[src/hw/rtl/tga_pkg.sv]
// tga_pkg: shared types and constants for the tga rle image decoder
// no dependencies; used by the channel interfaces and the top level

package tga_pkg;

    localparam logic [2:0] ST_PIXEL_RUN = 3'd0;
    localparam logic [2:0] ST_HEADER_OK = 3'd1;
    localparam logic [2:0] ST_COLOR_MAP = 3'd2;
    localparam logic [2:0] ST_BAD_TYPE  = 3'd3;
    localparam logic [2:0] ST_BAD_DEPTH = 3'd4;
    localparam logic [2:0] ST_BAD_ALPHA = 3'd5;
    localparam logic [2:0] ST_GREYSCALE = 3'd6;

    localparam logic [4:0] HDR_ID_LEN   = 5'd0;
    localparam logic [4:0] HDR_MAP_TYPE = 5'd1;
    localparam logic [4:0] HDR_IMG_TYPE = 5'd2;
    localparam logic [4:0] HDR_WIDTH_LO = 5'd12;
    localparam logic [4:0] HDR_WIDTH_HI = 5'd13;
    localparam logic [4:0] HDR_HEIGHT_LO = 5'd14;
    localparam logic [4:0] HDR_HEIGHT_HI = 5'd15;
    localparam logic [4:0] HDR_DEPTH    = 5'd16;
    localparam logic [4:0] HDR_DESC     = 5'd17;

    localparam logic [7:0] MAP_PRESENT   = 8'd1;
    localparam logic [7:0] TYPE_TRUE_RAW = 8'd2;
    localparam logic [7:0] TYPE_GREY_RAW = 8'd3;
    localparam logic [7:0] TYPE_TRUE_RLE = 8'd10;
    localparam logic [7:0] TYPE_GREY_RLE = 8'd11;

    localparam logic [7:0] DEPTH_8  = 8'd8;
    localparam logic [7:0] DEPTH_16 = 8'd16;
    localparam logic [7:0] DEPTH_24 = 8'd24;
    localparam logic [7:0] DEPTH_32 = 8'd32;

    localparam logic [3:0] ALPHA_NONE  = 4'd0;
    localparam logic [3:0] ALPHA_EIGHT = 4'd8;

    typedef struct packed {
        logic [7:0] data_byte;
        logic       start_of_file;
    } t_in_item;

    typedef struct packed {
        logic [2:0]  status;
        logic [31:0] pixel_value;
        logic [7:0]  run_length;
        logic [15:0] image_width;
        logic [15:0] image_height;
        logic [2:0]  bytes_per_pixel;
        logic        last_pixel;
    } t_out_item;

endpackage

[src/hw/rtl/tga_in_if.sv]
// tga_in_if: byte input channel, valid/ready with one file byte per transfer
// depends on tga_pkg

interface tga_in_if;
    logic               valid;
    logic               ready;
    tga_pkg::t_in_item  data;

    modport source (output valid, output data, input ready);
    modport sink (input valid, input data, output ready);
endinterface

[src/hw/rtl/tga_out_if.sv]
// tga_out_if: result channel, valid/ready with one status or pixel run per transfer
// depends on tga_pkg

interface tga_out_if;
    logic               valid;
    logic               ready;
    tga_pkg::t_out_item data;

    modport source (output valid, output data, input ready);
    modport sink (input valid, input data, output ready);
endinterface

[src/hw/rtl/tga_rle_image_decoder.sv]
// tga_rle_image_decoder: byte-serial tga header parser and raw/rle truecolor decoder
// depends on tga_pkg, tga_in_if, tga_out_if
// each byte is registered in the input register, and its result in the output register
// throughput: one byte per cycle while the result side keeps up
// a byte sits in the input register, one pass of logic updates the parse state
// reset (synchronous, active low) empties both registers and returns to the header

module tga_rle_image_decoder (
    input  logic      i_clk,
    input  logic      i_rst_n,
    tga_in_if.sink    i_in,
    tga_out_if.source o_out
);

    typedef enum logic [2:0] {
        PH_HEADER,
        PH_IDSKIP,
        PH_PACKET,
        PH_PIXEL,
        PH_DONE,
        PH_ERROR
    } t_phase;

    logic              r_in_valid;
    tga_pkg::t_in_item r_in_data;
    logic               r_out_valid;
    tga_pkg::t_out_item r_out_data;

    t_phase      r_phase,    n_phase;
    logic [4:0]  r_hdr_idx,  n_hdr_idx;
    logic [7:0]  r_id_left,  n_id_left;
    logic        r_rle,      n_rle;
    logic        r_grey,     n_grey;
    logic [15:0] r_width,    n_width;
    logic [15:0] r_height,   n_height;
    logic [2:0]  r_pix_size, n_pix_size;
    logic [31:0] r_pix_left, n_pix_left;
    logic [7:0]  r_pkt_left, n_pkt_left;
    logic        r_pkt_run,  n_pkt_run;
    logic [31:0] r_asm,      n_asm;
    logic [1:0]  r_byte_idx, n_byte_idx;

    logic               n_emit;
    tga_pkg::t_out_item n_out;

    logic advance;
    logic in_ready;

    // working copies of state after a start of file
    t_phase      e_phase;
    logic [4:0]  e_hdr_idx;
    logic [7:0]  e_id_left;
    logic        e_rle;
    logic        e_grey;
    logic [15:0] e_width;
    logic [15:0] e_height;
    logic [2:0]  e_pix_size;
    logic [31:0] e_pix_left;
    logic [7:0]  e_pkt_left;
    logic        e_pkt_run;
    logic [31:0] e_asm;
    logic [1:0]  e_byte_idx;

    logic [7:0]  b;
    logic [31:0] area;
    logic [31:0] asm_next;
    logic [31:0] pix_val;
    logic [7:0]  run;
    logic [31:0] left_after;
    logic [7:0]  pkt_after;

    assign advance  = r_in_valid && (!r_out_valid || o_out.ready);
    assign in_ready = !r_in_valid || advance;

    assign i_in.ready  = in_ready;
    assign o_out.valid = r_out_valid;
    assign o_out.data  = r_out_data;

    always_comb begin
        b = r_in_data.data_byte;
        if (r_in_data.start_of_file) begin
            e_phase    = PH_HEADER;
            e_hdr_idx  = '0;
            e_id_left  = '0;
            e_rle      = 1'b0;
            e_grey     = 1'b0;
            e_width    = '0;
            e_height   = '0;
            e_pix_size = '0;
            e_pix_left = '0;
            e_pkt_left = '0;
            e_pkt_run  = 1'b0;
            e_asm      = '0;
            e_byte_idx = '0;
        end else begin
            e_phase    = r_phase;
            e_hdr_idx  = r_hdr_idx;
            e_id_left  = r_id_left;
            e_rle      = r_rle;
            e_grey     = r_grey;
            e_width    = r_width;
            e_height   = r_height;
            e_pix_size = r_pix_size;
            e_pix_left = r_pix_left;
            e_pkt_left = r_pkt_left;
            e_pkt_run  = r_pkt_run;
            e_asm      = r_asm;
            e_byte_idx = r_byte_idx;
        end

        n_phase    = e_phase;
        n_hdr_idx  = e_hdr_idx;
        n_id_left  = e_id_left;
        n_rle      = e_rle;
        n_grey     = e_grey;
        n_width    = e_width;
        n_height   = e_height;
        n_pix_size = e_pix_size;
        n_pix_left = e_pix_left;
        n_pkt_left = e_pkt_left;
        n_pkt_run  = e_pkt_run;
        n_asm      = e_asm;
        n_byte_idx = e_byte_idx;

        n_emit = 1'b0;
        n_out  = '0;

        area = 32'(e_width) * 32'(e_height);

        unique case (e_byte_idx)
            2'd0:    asm_next = e_asm | {24'd0, b};
            2'd1:    asm_next = e_asm | {16'd0, b, 8'd0};
            2'd2:    asm_next = e_asm | {8'd0, b, 16'd0};
            default: asm_next = e_asm | {b, 24'd0};
        endcase

        if (e_pix_size >= 3'd3) begin
            pix_val = {asm_next[31:24], asm_next[7:0], asm_next[15:8], asm_next[23:16]};
        end else begin
            pix_val = asm_next;
        end

        if (e_rle && e_pkt_run) begin
            if ({24'd0, e_pkt_left} < e_pix_left) begin
                run = e_pkt_left;
            end else begin
                run = e_pix_left[7:0];
            end
        end else begin
            run = 8'd1;
        end
        left_after = e_pix_left - 32'(run);

        if (!e_rle) begin
            pkt_after = e_pkt_left;
        end else if (e_pkt_run) begin
            pkt_after = '0;
        end else begin
            pkt_after = e_pkt_left - 8'd1;
        end

        unique case (e_phase)
            PH_HEADER: begin
                n_hdr_idx = e_hdr_idx + 5'd1;
                unique case (e_hdr_idx)
                    tga_pkg::HDR_ID_LEN: n_id_left = b;
                    tga_pkg::HDR_MAP_TYPE: begin
                        if (b == tga_pkg::MAP_PRESENT) begin
                            n_phase    = PH_ERROR;
                            n_emit     = 1'b1;
                            n_out.status = tga_pkg::ST_COLOR_MAP;
                        end
                    end
                    tga_pkg::HDR_IMG_TYPE: begin
                        priority if (b == tga_pkg::TYPE_TRUE_RAW) begin
                            n_rle = 1'b0; n_grey = 1'b0;
                        end else if (b == tga_pkg::TYPE_GREY_RAW) begin
                            n_rle = 1'b0; n_grey = 1'b1;
                        end else if (b == tga_pkg::TYPE_TRUE_RLE) begin
                            n_rle = 1'b1; n_grey = 1'b0;
                        end else if (b == tga_pkg::TYPE_GREY_RLE) begin
                            n_rle = 1'b1; n_grey = 1'b1;
                        end else begin
                            n_phase      = PH_ERROR;
                            n_emit       = 1'b1;
                            n_out.status = tga_pkg::ST_BAD_TYPE;
                        end
                    end
                    tga_pkg::HDR_WIDTH_LO:  n_width  = {e_width[15:8], b};
                    tga_pkg::HDR_WIDTH_HI:  n_width  = {b, e_width[7:0]};
                    tga_pkg::HDR_HEIGHT_LO: n_height = {e_height[15:8], b};
                    tga_pkg::HDR_HEIGHT_HI: n_height = {b, e_height[7:0]};
                    tga_pkg::HDR_DEPTH: begin
                        if (b != tga_pkg::DEPTH_8 && b != tga_pkg::DEPTH_16 &&
                            b != tga_pkg::DEPTH_24 && b != tga_pkg::DEPTH_32) begin
                            n_phase      = PH_ERROR;
                            n_emit       = 1'b1;
                            n_out.status = tga_pkg::ST_BAD_DEPTH;
                        end else begin
                            n_pix_size = b[5:3];
                        end
                    end
                    tga_pkg::HDR_DESC: begin
                        n_emit = 1'b1;
                        priority if (b[3:0] != tga_pkg::ALPHA_NONE &&
                                     b[3:0] != tga_pkg::ALPHA_EIGHT) begin
                            n_phase      = PH_ERROR;
                            n_out.status = tga_pkg::ST_BAD_ALPHA;
                        end else if (e_grey) begin
                            n_phase      = PH_ERROR;
                            n_out.status = tga_pkg::ST_GREYSCALE;
                        end else begin
                            n_pix_left = area;
                            if (e_id_left != 8'd0) begin
                                n_phase = PH_IDSKIP;
                            end else begin
                                n_byte_idx = '0;
                                n_asm      = '0;
                                n_pkt_left = '0;
                                if (area == 32'd0) begin
                                    n_phase = PH_DONE;
                                end else if (e_rle) begin
                                    n_phase = PH_PACKET;
                                end else begin
                                    n_phase = PH_PIXEL;
                                end
                            end
                            n_out.status          = tga_pkg::ST_HEADER_OK;
                            n_out.image_width     = e_width;
                            n_out.image_height    = e_height;
                            n_out.bytes_per_pixel = e_pix_size;
                            n_out.last_pixel      = (area == 32'd0);
                        end
                    end
                    default: ;
                endcase
            end
            PH_IDSKIP: begin
                n_id_left = e_id_left - 8'd1;
                if (e_id_left == 8'd1) begin
                    n_byte_idx = '0;
                    n_asm      = '0;
                    n_pkt_left = '0;
                    if (e_pix_left == 32'd0) begin
                        n_phase = PH_DONE;
                    end else if (e_rle) begin
                        n_phase = PH_PACKET;
                    end else begin
                        n_phase = PH_PIXEL;
                    end
                end
            end
            PH_PACKET: begin
                n_pkt_left = {1'b0, b[6:0]} + 8'd1;
                n_pkt_run  = b[7];
                n_byte_idx = '0;
                n_asm      = '0;
                n_phase    = PH_PIXEL;
            end
            PH_PIXEL: begin
                if ({1'b0, e_byte_idx} + 3'd1 < e_pix_size) begin
                    n_asm      = asm_next;
                    n_byte_idx = e_byte_idx + 2'd1;
                end else begin
                    n_pix_left = left_after;
                    n_pkt_left = pkt_after;
                    n_byte_idx = '0;
                    n_asm      = '0;
                    if (left_after == 32'd0) begin
                        n_phase = PH_DONE;
                    end else if (e_rle && pkt_after == 8'd0) begin
                        n_phase = PH_PACKET;
                    end
                    n_emit                = 1'b1;
                    n_out.status          = tga_pkg::ST_PIXEL_RUN;
                    n_out.pixel_value     = pix_val;
                    n_out.run_length      = run;
                    n_out.image_width     = e_width;
                    n_out.image_height    = e_height;
                    n_out.bytes_per_pixel = e_pix_size;
                    n_out.last_pixel      = (left_after == 32'd0);
                end
            end
            PH_DONE, PH_ERROR: ;
            default: ;
        endcase
    end

    always_ff @(posedge i_clk) begin
        if (!i_rst_n) begin
            r_in_valid  <= 1'b0;
            r_out_valid <= 1'b0;
            r_phase     <= PH_HEADER;
            r_hdr_idx   <= '0;
            r_id_left   <= '0;
            r_rle       <= 1'b0;
            r_grey      <= 1'b0;
            r_width     <= '0;
            r_height    <= '0;
            r_pix_size  <= '0;
            r_pix_left  <= '0;
            r_pkt_left  <= '0;
            r_pkt_run   <= 1'b0;
            r_asm       <= '0;
            r_byte_idx  <= '0;
        end else begin
            if (in_ready) begin
                r_in_valid <= i_in.valid;
                r_in_data  <= i_in.data;
            end
            if (advance) begin
                r_phase    <= n_phase;
                r_hdr_idx  <= n_hdr_idx;
                r_id_left  <= n_id_left;
                r_rle      <= n_rle;
                r_grey     <= n_grey;
                r_width    <= n_width;
                r_height   <= n_height;
                r_pix_size <= n_pix_size;
                r_pix_left <= n_pix_left;
                r_pkt_left <= n_pkt_left;
                r_pkt_run  <= n_pkt_run;
                r_asm      <= n_asm;
                r_byte_idx <= n_byte_idx;
                r_out_valid <= n_emit;
                if (n_emit) begin
                    r_out_data <= n_out;
                end
            end else if (o_out.ready) begin
                r_out_valid <= 1'b0;
            end
        end
    end

endmodule

[src/flat_wrapper.sv]
// flat-port wrapper written by rule: the top's interface ports become plain ports
module tga_rle_image_decoder_flat 
  (i_clk, i_rst_n, i_in_valid, i_in_data, i_in_ready, o_out_valid, o_out_data, o_out_ready);
  tga_in_if i_in_i ();
  tga_out_if o_out_i ();
  input  logic i_clk;
  input  logic i_rst_n;
  input wire logic [$bits(i_in_i.valid)-1:0] i_in_valid;
  input wire logic [$bits(i_in_i.data)-1:0] i_in_data;
  output wire logic [$bits(i_in_i.ready)-1:0] i_in_ready;
  output wire logic [$bits(o_out_i.valid)-1:0] o_out_valid;
  output wire logic [$bits(o_out_i.data)-1:0] o_out_data;
  input wire logic [$bits(o_out_i.ready)-1:0] o_out_ready;
  assign i_in_i.valid = i_in_valid;
  assign i_in_i.data = i_in_data;
  assign i_in_ready = i_in_i.ready;
  assign o_out_valid = o_out_i.valid;
  assign o_out_data = o_out_i.data;
  assign o_out_i.ready = o_out_ready;
  tga_rle_image_decoder u_core (.i_clk(i_clk), .i_rst_n(i_rst_n), .i_in(i_in_i), .o_out(o_out_i));
endmodule
[config.mk]
export PLATFORM = sky130hd
export DESIGN_NAME = tga_rle_image_decoder_flat
export DESIGN_NICKNAME = d
export VERILOG_FILES = /design/src/hw/rtl/tga_pkg.sv /design/src/hw/rtl/tga_in_if.sv /design/src/hw/rtl/tga_out_if.sv /design/src/hw/rtl/tga_rle_image_decoder.sv /design/src/flat_wrapper.sv
export SDC_FILE = /design/constraint.sdc
export NUM_CORES = 1
export LEC_CHECK = 0
export BUFFER_PORTS_ARGS = -buffer_cell sky130_fd_sc_hd__buf_4
export CAP_MARGIN = 15
export CORE_ASPECT_RATIO = 1.25
export CORE_UTILIZATION = 58
export CTS_CLUSTER_SIZE = 8
export DETAILED_ROUTE_END_ITERATION = 10
export PLACE_DENSITY = 0.85
export SYNTH_ARGS = -nofsm -noshare
export SYNTH_HDL_FRONTEND = slang
export SYNTH_SLANG_ARGS = --single-unit
[constraint.sdc]
create_clock -name i_clk -period 8 [get_ports i_clk]
set_input_delay 1.6 -clock i_clk [delete_from_list [all_inputs] [get_ports i_clk]]
set_output_delay 1.6 -clock i_clk [all_outputs]
set_load 0.05 [all_outputs]
# == Word level (Yosys, flattened, before mapping) ==
# Index checks and enable logic that the tools add are counted.
# classes
shift,0
magnitude_cmp,3
reduce_logical,24
muxes,112
n_bitwise,5
add_sub_neg,7
mul,1
n_eq_ne,24
div_mod_pow,0
# op_table
cell,n
2-to-1 mux 32 bit,12
2-to-1 mux 36 bit,4
one-hot mux 32 bit (4 select lines),1
2-to-1 mux 8 bit,13
logical NOT 32 bit,3
one-hot mux 32 bit (3 select lines),1
2-to-1 mux 3 bit,26
one-hot mux 36 bit (2 select lines),1
2-to-1 mux 16 bit,4
one-hot mux 16 bit (2 select lines),2
one-hot mux 32 bit (2 select lines),1
one-hot mux 3 bit (4 select lines),3
less-than comparator 8 x 32 -> 1 bit,1
multiplier 16 x 16 -> 32 bit,1
OR 32 x 16 -> 32 bit,1
OR 32 x 24 -> 32 bit,1
OR 32 bit,1
OR 32 x 8 -> 32 bit,1
one-hot mux 8 bit (4 select lines),1
subtractor 32 x 8 -> 32 bit,1
2-to-1 mux 1 bit,26
2-to-1 mux 24 bit,1
"equality test 5 x 4 -> 1 bit, second input constant",4
2-to-1 mux 2 bit,9
41 further kinds,57
# totals
register_bits,218
memories,0
output_inout_bits,81
elab_cells,200
latchBits,0
ramBits,0
in_bits,13
romBits,0

# == Depth between registers and ports, before layout ==
# depth
word_depth,10
mapped_depth,33
depth_no_buf,26

# == Worst setup path before layout ==
# OpenSTA, ideal clock, no wires.
# synth_timing
path_type,register to register
from,register u_core.r_in_data[0] in the netlist's numbering
to,"register u_core.r_out_data (netlist bit u_core.o_out.data[0]), data pin"
slack_ns,-0.336
setup_ns,0.145
path_buffers,8
t_arrival_ns,8.191
stages_incl_launch_ff,31
required_ns,7.855
synth_period_minus_slack_ns,8.336
path_cell_list,edfxtp_1 buf_2 buf_1 buf_2 buf_1 clkbuf_1 buf_1 clkbuf_1 nor2b_1 clkbuf_1 nand2_1 fa_1 fa_1 inv_1 fa_1 inv_1 fa_1 fa_1 fa_1 inv_1 ha_1 and3_1 nand3_1 a2bb2oi_1 and2_4 o21ai_1 o311ai_1 nand4_1 or4b_1 or4b_1 o21ai_1
# synth_rtl
element,line,text
from (decl),tga_rle_image_decoder.sv:25,tga_pkg::t_in_item r_in_data;
from (signal assigned),tga_rle_image_decoder.sv:309,r_in_data <= i_in.data;
to (signal assigned),tga_rle_image_decoder.sv:327,r_out_data <= n_out;
to (decl),tga_rle_image_decoder.sv:27,tga_pkg::t_out_item r_out_data;

==> results.md <==
- Clock latency on the worst-skew pair: 0.55 ns
- Slew margin rel.: 28.6%
- Post-synth top area share: 18.6%
- Synth Area in Compound Gates: 16.5%
- Proportion of synthesized area in mux cells: 1.00%
- Ant. Diodes: 0
- CTS Buffer Depth: 3
- Post-Synth Adder-Cell Area: 26.7%
- Antenna-violating nets left: 0
- Clock sink total: 218
- Fmax: 131 MHz
- Kind of critical path: reg2reg
- Leakage power: 8.98 nW
- Post-Route Skew: 0.0334 ns
- Sequential-to-total area share from yosys stat: 25.0%
- Die area: 0.0370 sq mm
- Final Hold Violating Endpoints: 0
- Slew Limit Fails: 0
- Vias per cell: 6.33
- Max Cap Violations: 0
- Peak supply drop: 0.162 mV
- Drc violations: 0
- Setup TNS: 0 ns
- PD cells: 126 mW/mm^2
- Number of I/O pins: 94
- Synth unique cells: 90
- Core area: 0.0356 sq mm
- Status: completed
- IO buf count: 93
- Via count: 18760
- Die width: 172 um
- Root buf cell: clkbuf_16
- Crit end category: register
- Synth top area cells: fa_1 (19%), edfxtp_1 (13%), dfxtp_1 (12%)
- Synth Flop Type: dfxtp_1
- Fillers: 2777
- Endpoints failing setup: 0
- Vias in the first global route: 19151
- CP Data Required Time: 8.39 ns
- Worst-Margin Slew: 1.07 ns
- Share of cells above drive strength 1: 9.36%
- Final Net Count: 2811
- First-pass GRT wire length: 98.2 mm
- Largest net degree at the start of global routing: 106
- Syn Std Cell Area: 0.0210 sq mm
- Worst Path Arrival: 8.03 ns
- Post-DP HPWL: 43.6 mm
- Syn nets: 2779
- Crit. Startpoint: u_core.r_height[4]
- Rows: 77
- Async SR Flop Fraction: 0%
- Area growth, synth to finish: 10.4%
- Num CTS Buffers: 34
- Syn. warnings: 0
- Number of enable flip-flop cells after synthesis: 88
- Final period util: 95.5%
- Initial core utilization: 59.1%
- Placed Instances: 2902
- H-tree levels: 2
- Crit-path max FO: 15
- Min-delay worst type: reg2reg
- Post-Syn Instances: 2434
- Initial drt markers: 1967
- Post-Synth XOR/XNOR Area: 1.96%
- R2r startpoint: u_core.r_height[4]
- CTS tree: yes
- Area leader, netlist: fa_1
- Seq cells post-synth: 218
- Final std cells w/o fill: 2964
- Antenna violations before repair: 0
- GP Congestion: 1.03
- Largest family of logic cells by synthesized area: adder cells
- RSZ-0062 raised after global routing: false
- Synth Area per Inst: 8.63 sq um
- Hold-fix buffers, CTS: 0
- Hold path start: u_core.r_pix_left[0]
- Clock Pin Slew Worst Setup and Hold Paths: 0.06 ns
- Synth Area in Simple Gates: 22.2%
- Critical Path Start Type: register
- GRT Util Overall: 33.5%
- Die height: 215 um
- Drt wl/cell: 20.4 um
- Final WL: 60.5 mm
- Iteration count of the initial detailed-routing pass: 6
- Minimum clock period: 7.64 ns
- Grt ovf: 0
routing by layer:
layer / up-vias / global-route usage, % / wire length, um
met5: - / 0 / 0
met3: 261 / 5.34 / 4940
li1: 8366 / - / -
met4: 0 / 17.8 / 3260
met2: 999 / 56.2 / 29800
met1: 9134 / 41.0 / 22500
through the flow:
stage	setup slack [ns]	hold slack, ns	cell area, sq um	utilization [%]	total power, W
final	0.363	0.482	23200	65.2	0.00293
after global routing	0.0735	0.507	23200	65.2	0.00301
after CTS	0.269	0.482	23200	65.1	0.00292
after detailed placement	0.309	0.475	22100	62.3	0.00156
after global placement	0.537	0.463	22100	62.3	0.00156
after floorplan	0.0343	0.450	21000	-	0.00146
placed cells by master, fill, tap and decap left out, types with 10 or more instances in the layout:
| cell type | n |
|---|---|
| clkbuf_1 | 20 |
| o21a_1 | 13 |
| buf_4 | 145 |
| a21oi_1 | 121 |
| and2_1 | 145 |
| edfxtp_1 | 88 |
| and3_1 | 16 |
| nor2b_1 | 131 |
| ha_1 | 137 |
| nor3_1 | 57 |
| mux2i_1 | 12 |
| nand2_1 | 277 |
| inv_1 | 214 |
| xnor2_1 | 31 |
| o211ai_1 | 13 |
| fa_1 | 195 |
| a22oi_1 | 98 |
| nand2b_1 | 10 |
| a21o_1 | 16 |
| a211oi_1 | 13 |
| xor2_1 | 16 |
| o21ai_0 | 115 |
| nand4_1 | 12 |
| a31oi_1 | 15 |
| clkbuf_16 | 34 |
| a32oi_1 | 11 |
| a21boi_0 | 14 |
| dfxtp_1 | 130 |
| o211a_1 | 10 |
| nand3_1 | 43 |
| nor2_1 | 155 |
| nor4_1 | 15 |
critical path: stages, from the launching register on:
cell,delay [ns]
dfxtp_1,0.86
buf_4,0.27
nand2_1,0.08
fa_1,0.59
fa_1,0.46
fa_1,0.52
fa_1,0.60
fa_1,0.44
fa_1,0.50
inv_1,0.04
ha_1,0.36
a21oi_1,0.19
o21a_1,0.21
a2bb2oi_1,0.26
and2_4,0.19
o21ai_1,0.12
o311ai_1,0.37
nand4_1,0.13
or4b_1,0.58
or4b_1,0.55
o21ai_1,0.17
where the power goes:
group	switching [W]	total [W]	internal [W]
Combinational	0.000230	0.000354	0.000124
Clock	0.000559	0.00137	0.000812
Sequential	0.0000355	0.00120	0.00117
Total	0.000825	0.00293	0.00210
cells by family (layout without fill, tap and decap cells):
group                    Yosys count  count (layout)
flip-flops                       218             218
adder cells (fa/ha/maj)          332             332
buffers and inverters            366             422
XOR/XNOR                          47              47
AND/OR/NAND/NOR                  924             924
AO/OA/AOI/OAI                    527             527
multiplexers                      20              20
state kept, by name, summed over array words and instances (netlist names), 2 cells and up:
signal             count
u_core.b               8
u_core.o_out.data     79
u_core.r_asm          32
u_core.r_byte_idx      2
u_core.r_hdr_idx       5
u_core.r_height       16
u_core.r_id_left       8
u_core.r_phase         3
u_core.r_pix_left     32
u_core.r_pix_size      3
u_core.r_pkt_left      8
u_core.r_width        16
path summary, 6_finish.rpt:
kind / slack, ns / to / cells past startpoint
worst max-delay path: 0.36 / u_core.o_out.data[0] / 20
worst min register to register: 0.48 / u_core.r_pix_left[0] / 2
worst min-delay path: 0.48 / u_core.r_pix_left[0] / 2
worst max register to register: 0.36 / u_core.o_out.data[0] / 20
synth_stat cells, drive strengths merged, types with 9 or more instances:
cell      n
inv     214
clkbuf  127
a211oi   13
buf      23
fa      195
a31oi    15
nand2   277
nand3    43
nor3     59
a22oi    98
a21boi   15
nand4    12
and2    149
o211a    10
edfxtp   88
nor3b     9
o21a     13
a21o     17
o21ai   129
xnor2    31
o211ai   13
a32oi    11
nor4     18
nand2b   10
nor2    156
a21oi   123
nor2b   135
and3     16
ha      137
xor2     16
dfxtp   130
mux2i    12
area by class of cell:
| type | count | area (sq um) | area share (%) |
|---|---|---|---|
| multi-input combinational | 1850 | 14400 | 62.2 |
| sequential | 218 | 5250 | 22.6 |
| timing repair buffer | 147 | 1120 | 4.84 |
| clock buffer | 55 | 940 | 4.05 |
| inverter | 215 | 807 | 3.48 |
| tap | 474 | 593 | 2.56 |
| clock inverter | 5 | 70.1 | 0.302 |
repair_timing:
| action | in CTS | in global routing |
|---|---|---|
| setup buffers | 0 | 1 |
| setup endpoints to repair | 0 | 4 |
| resized for setup | 0 | 3 |
No activity file was read; power rests on OpenSTA's default activity.
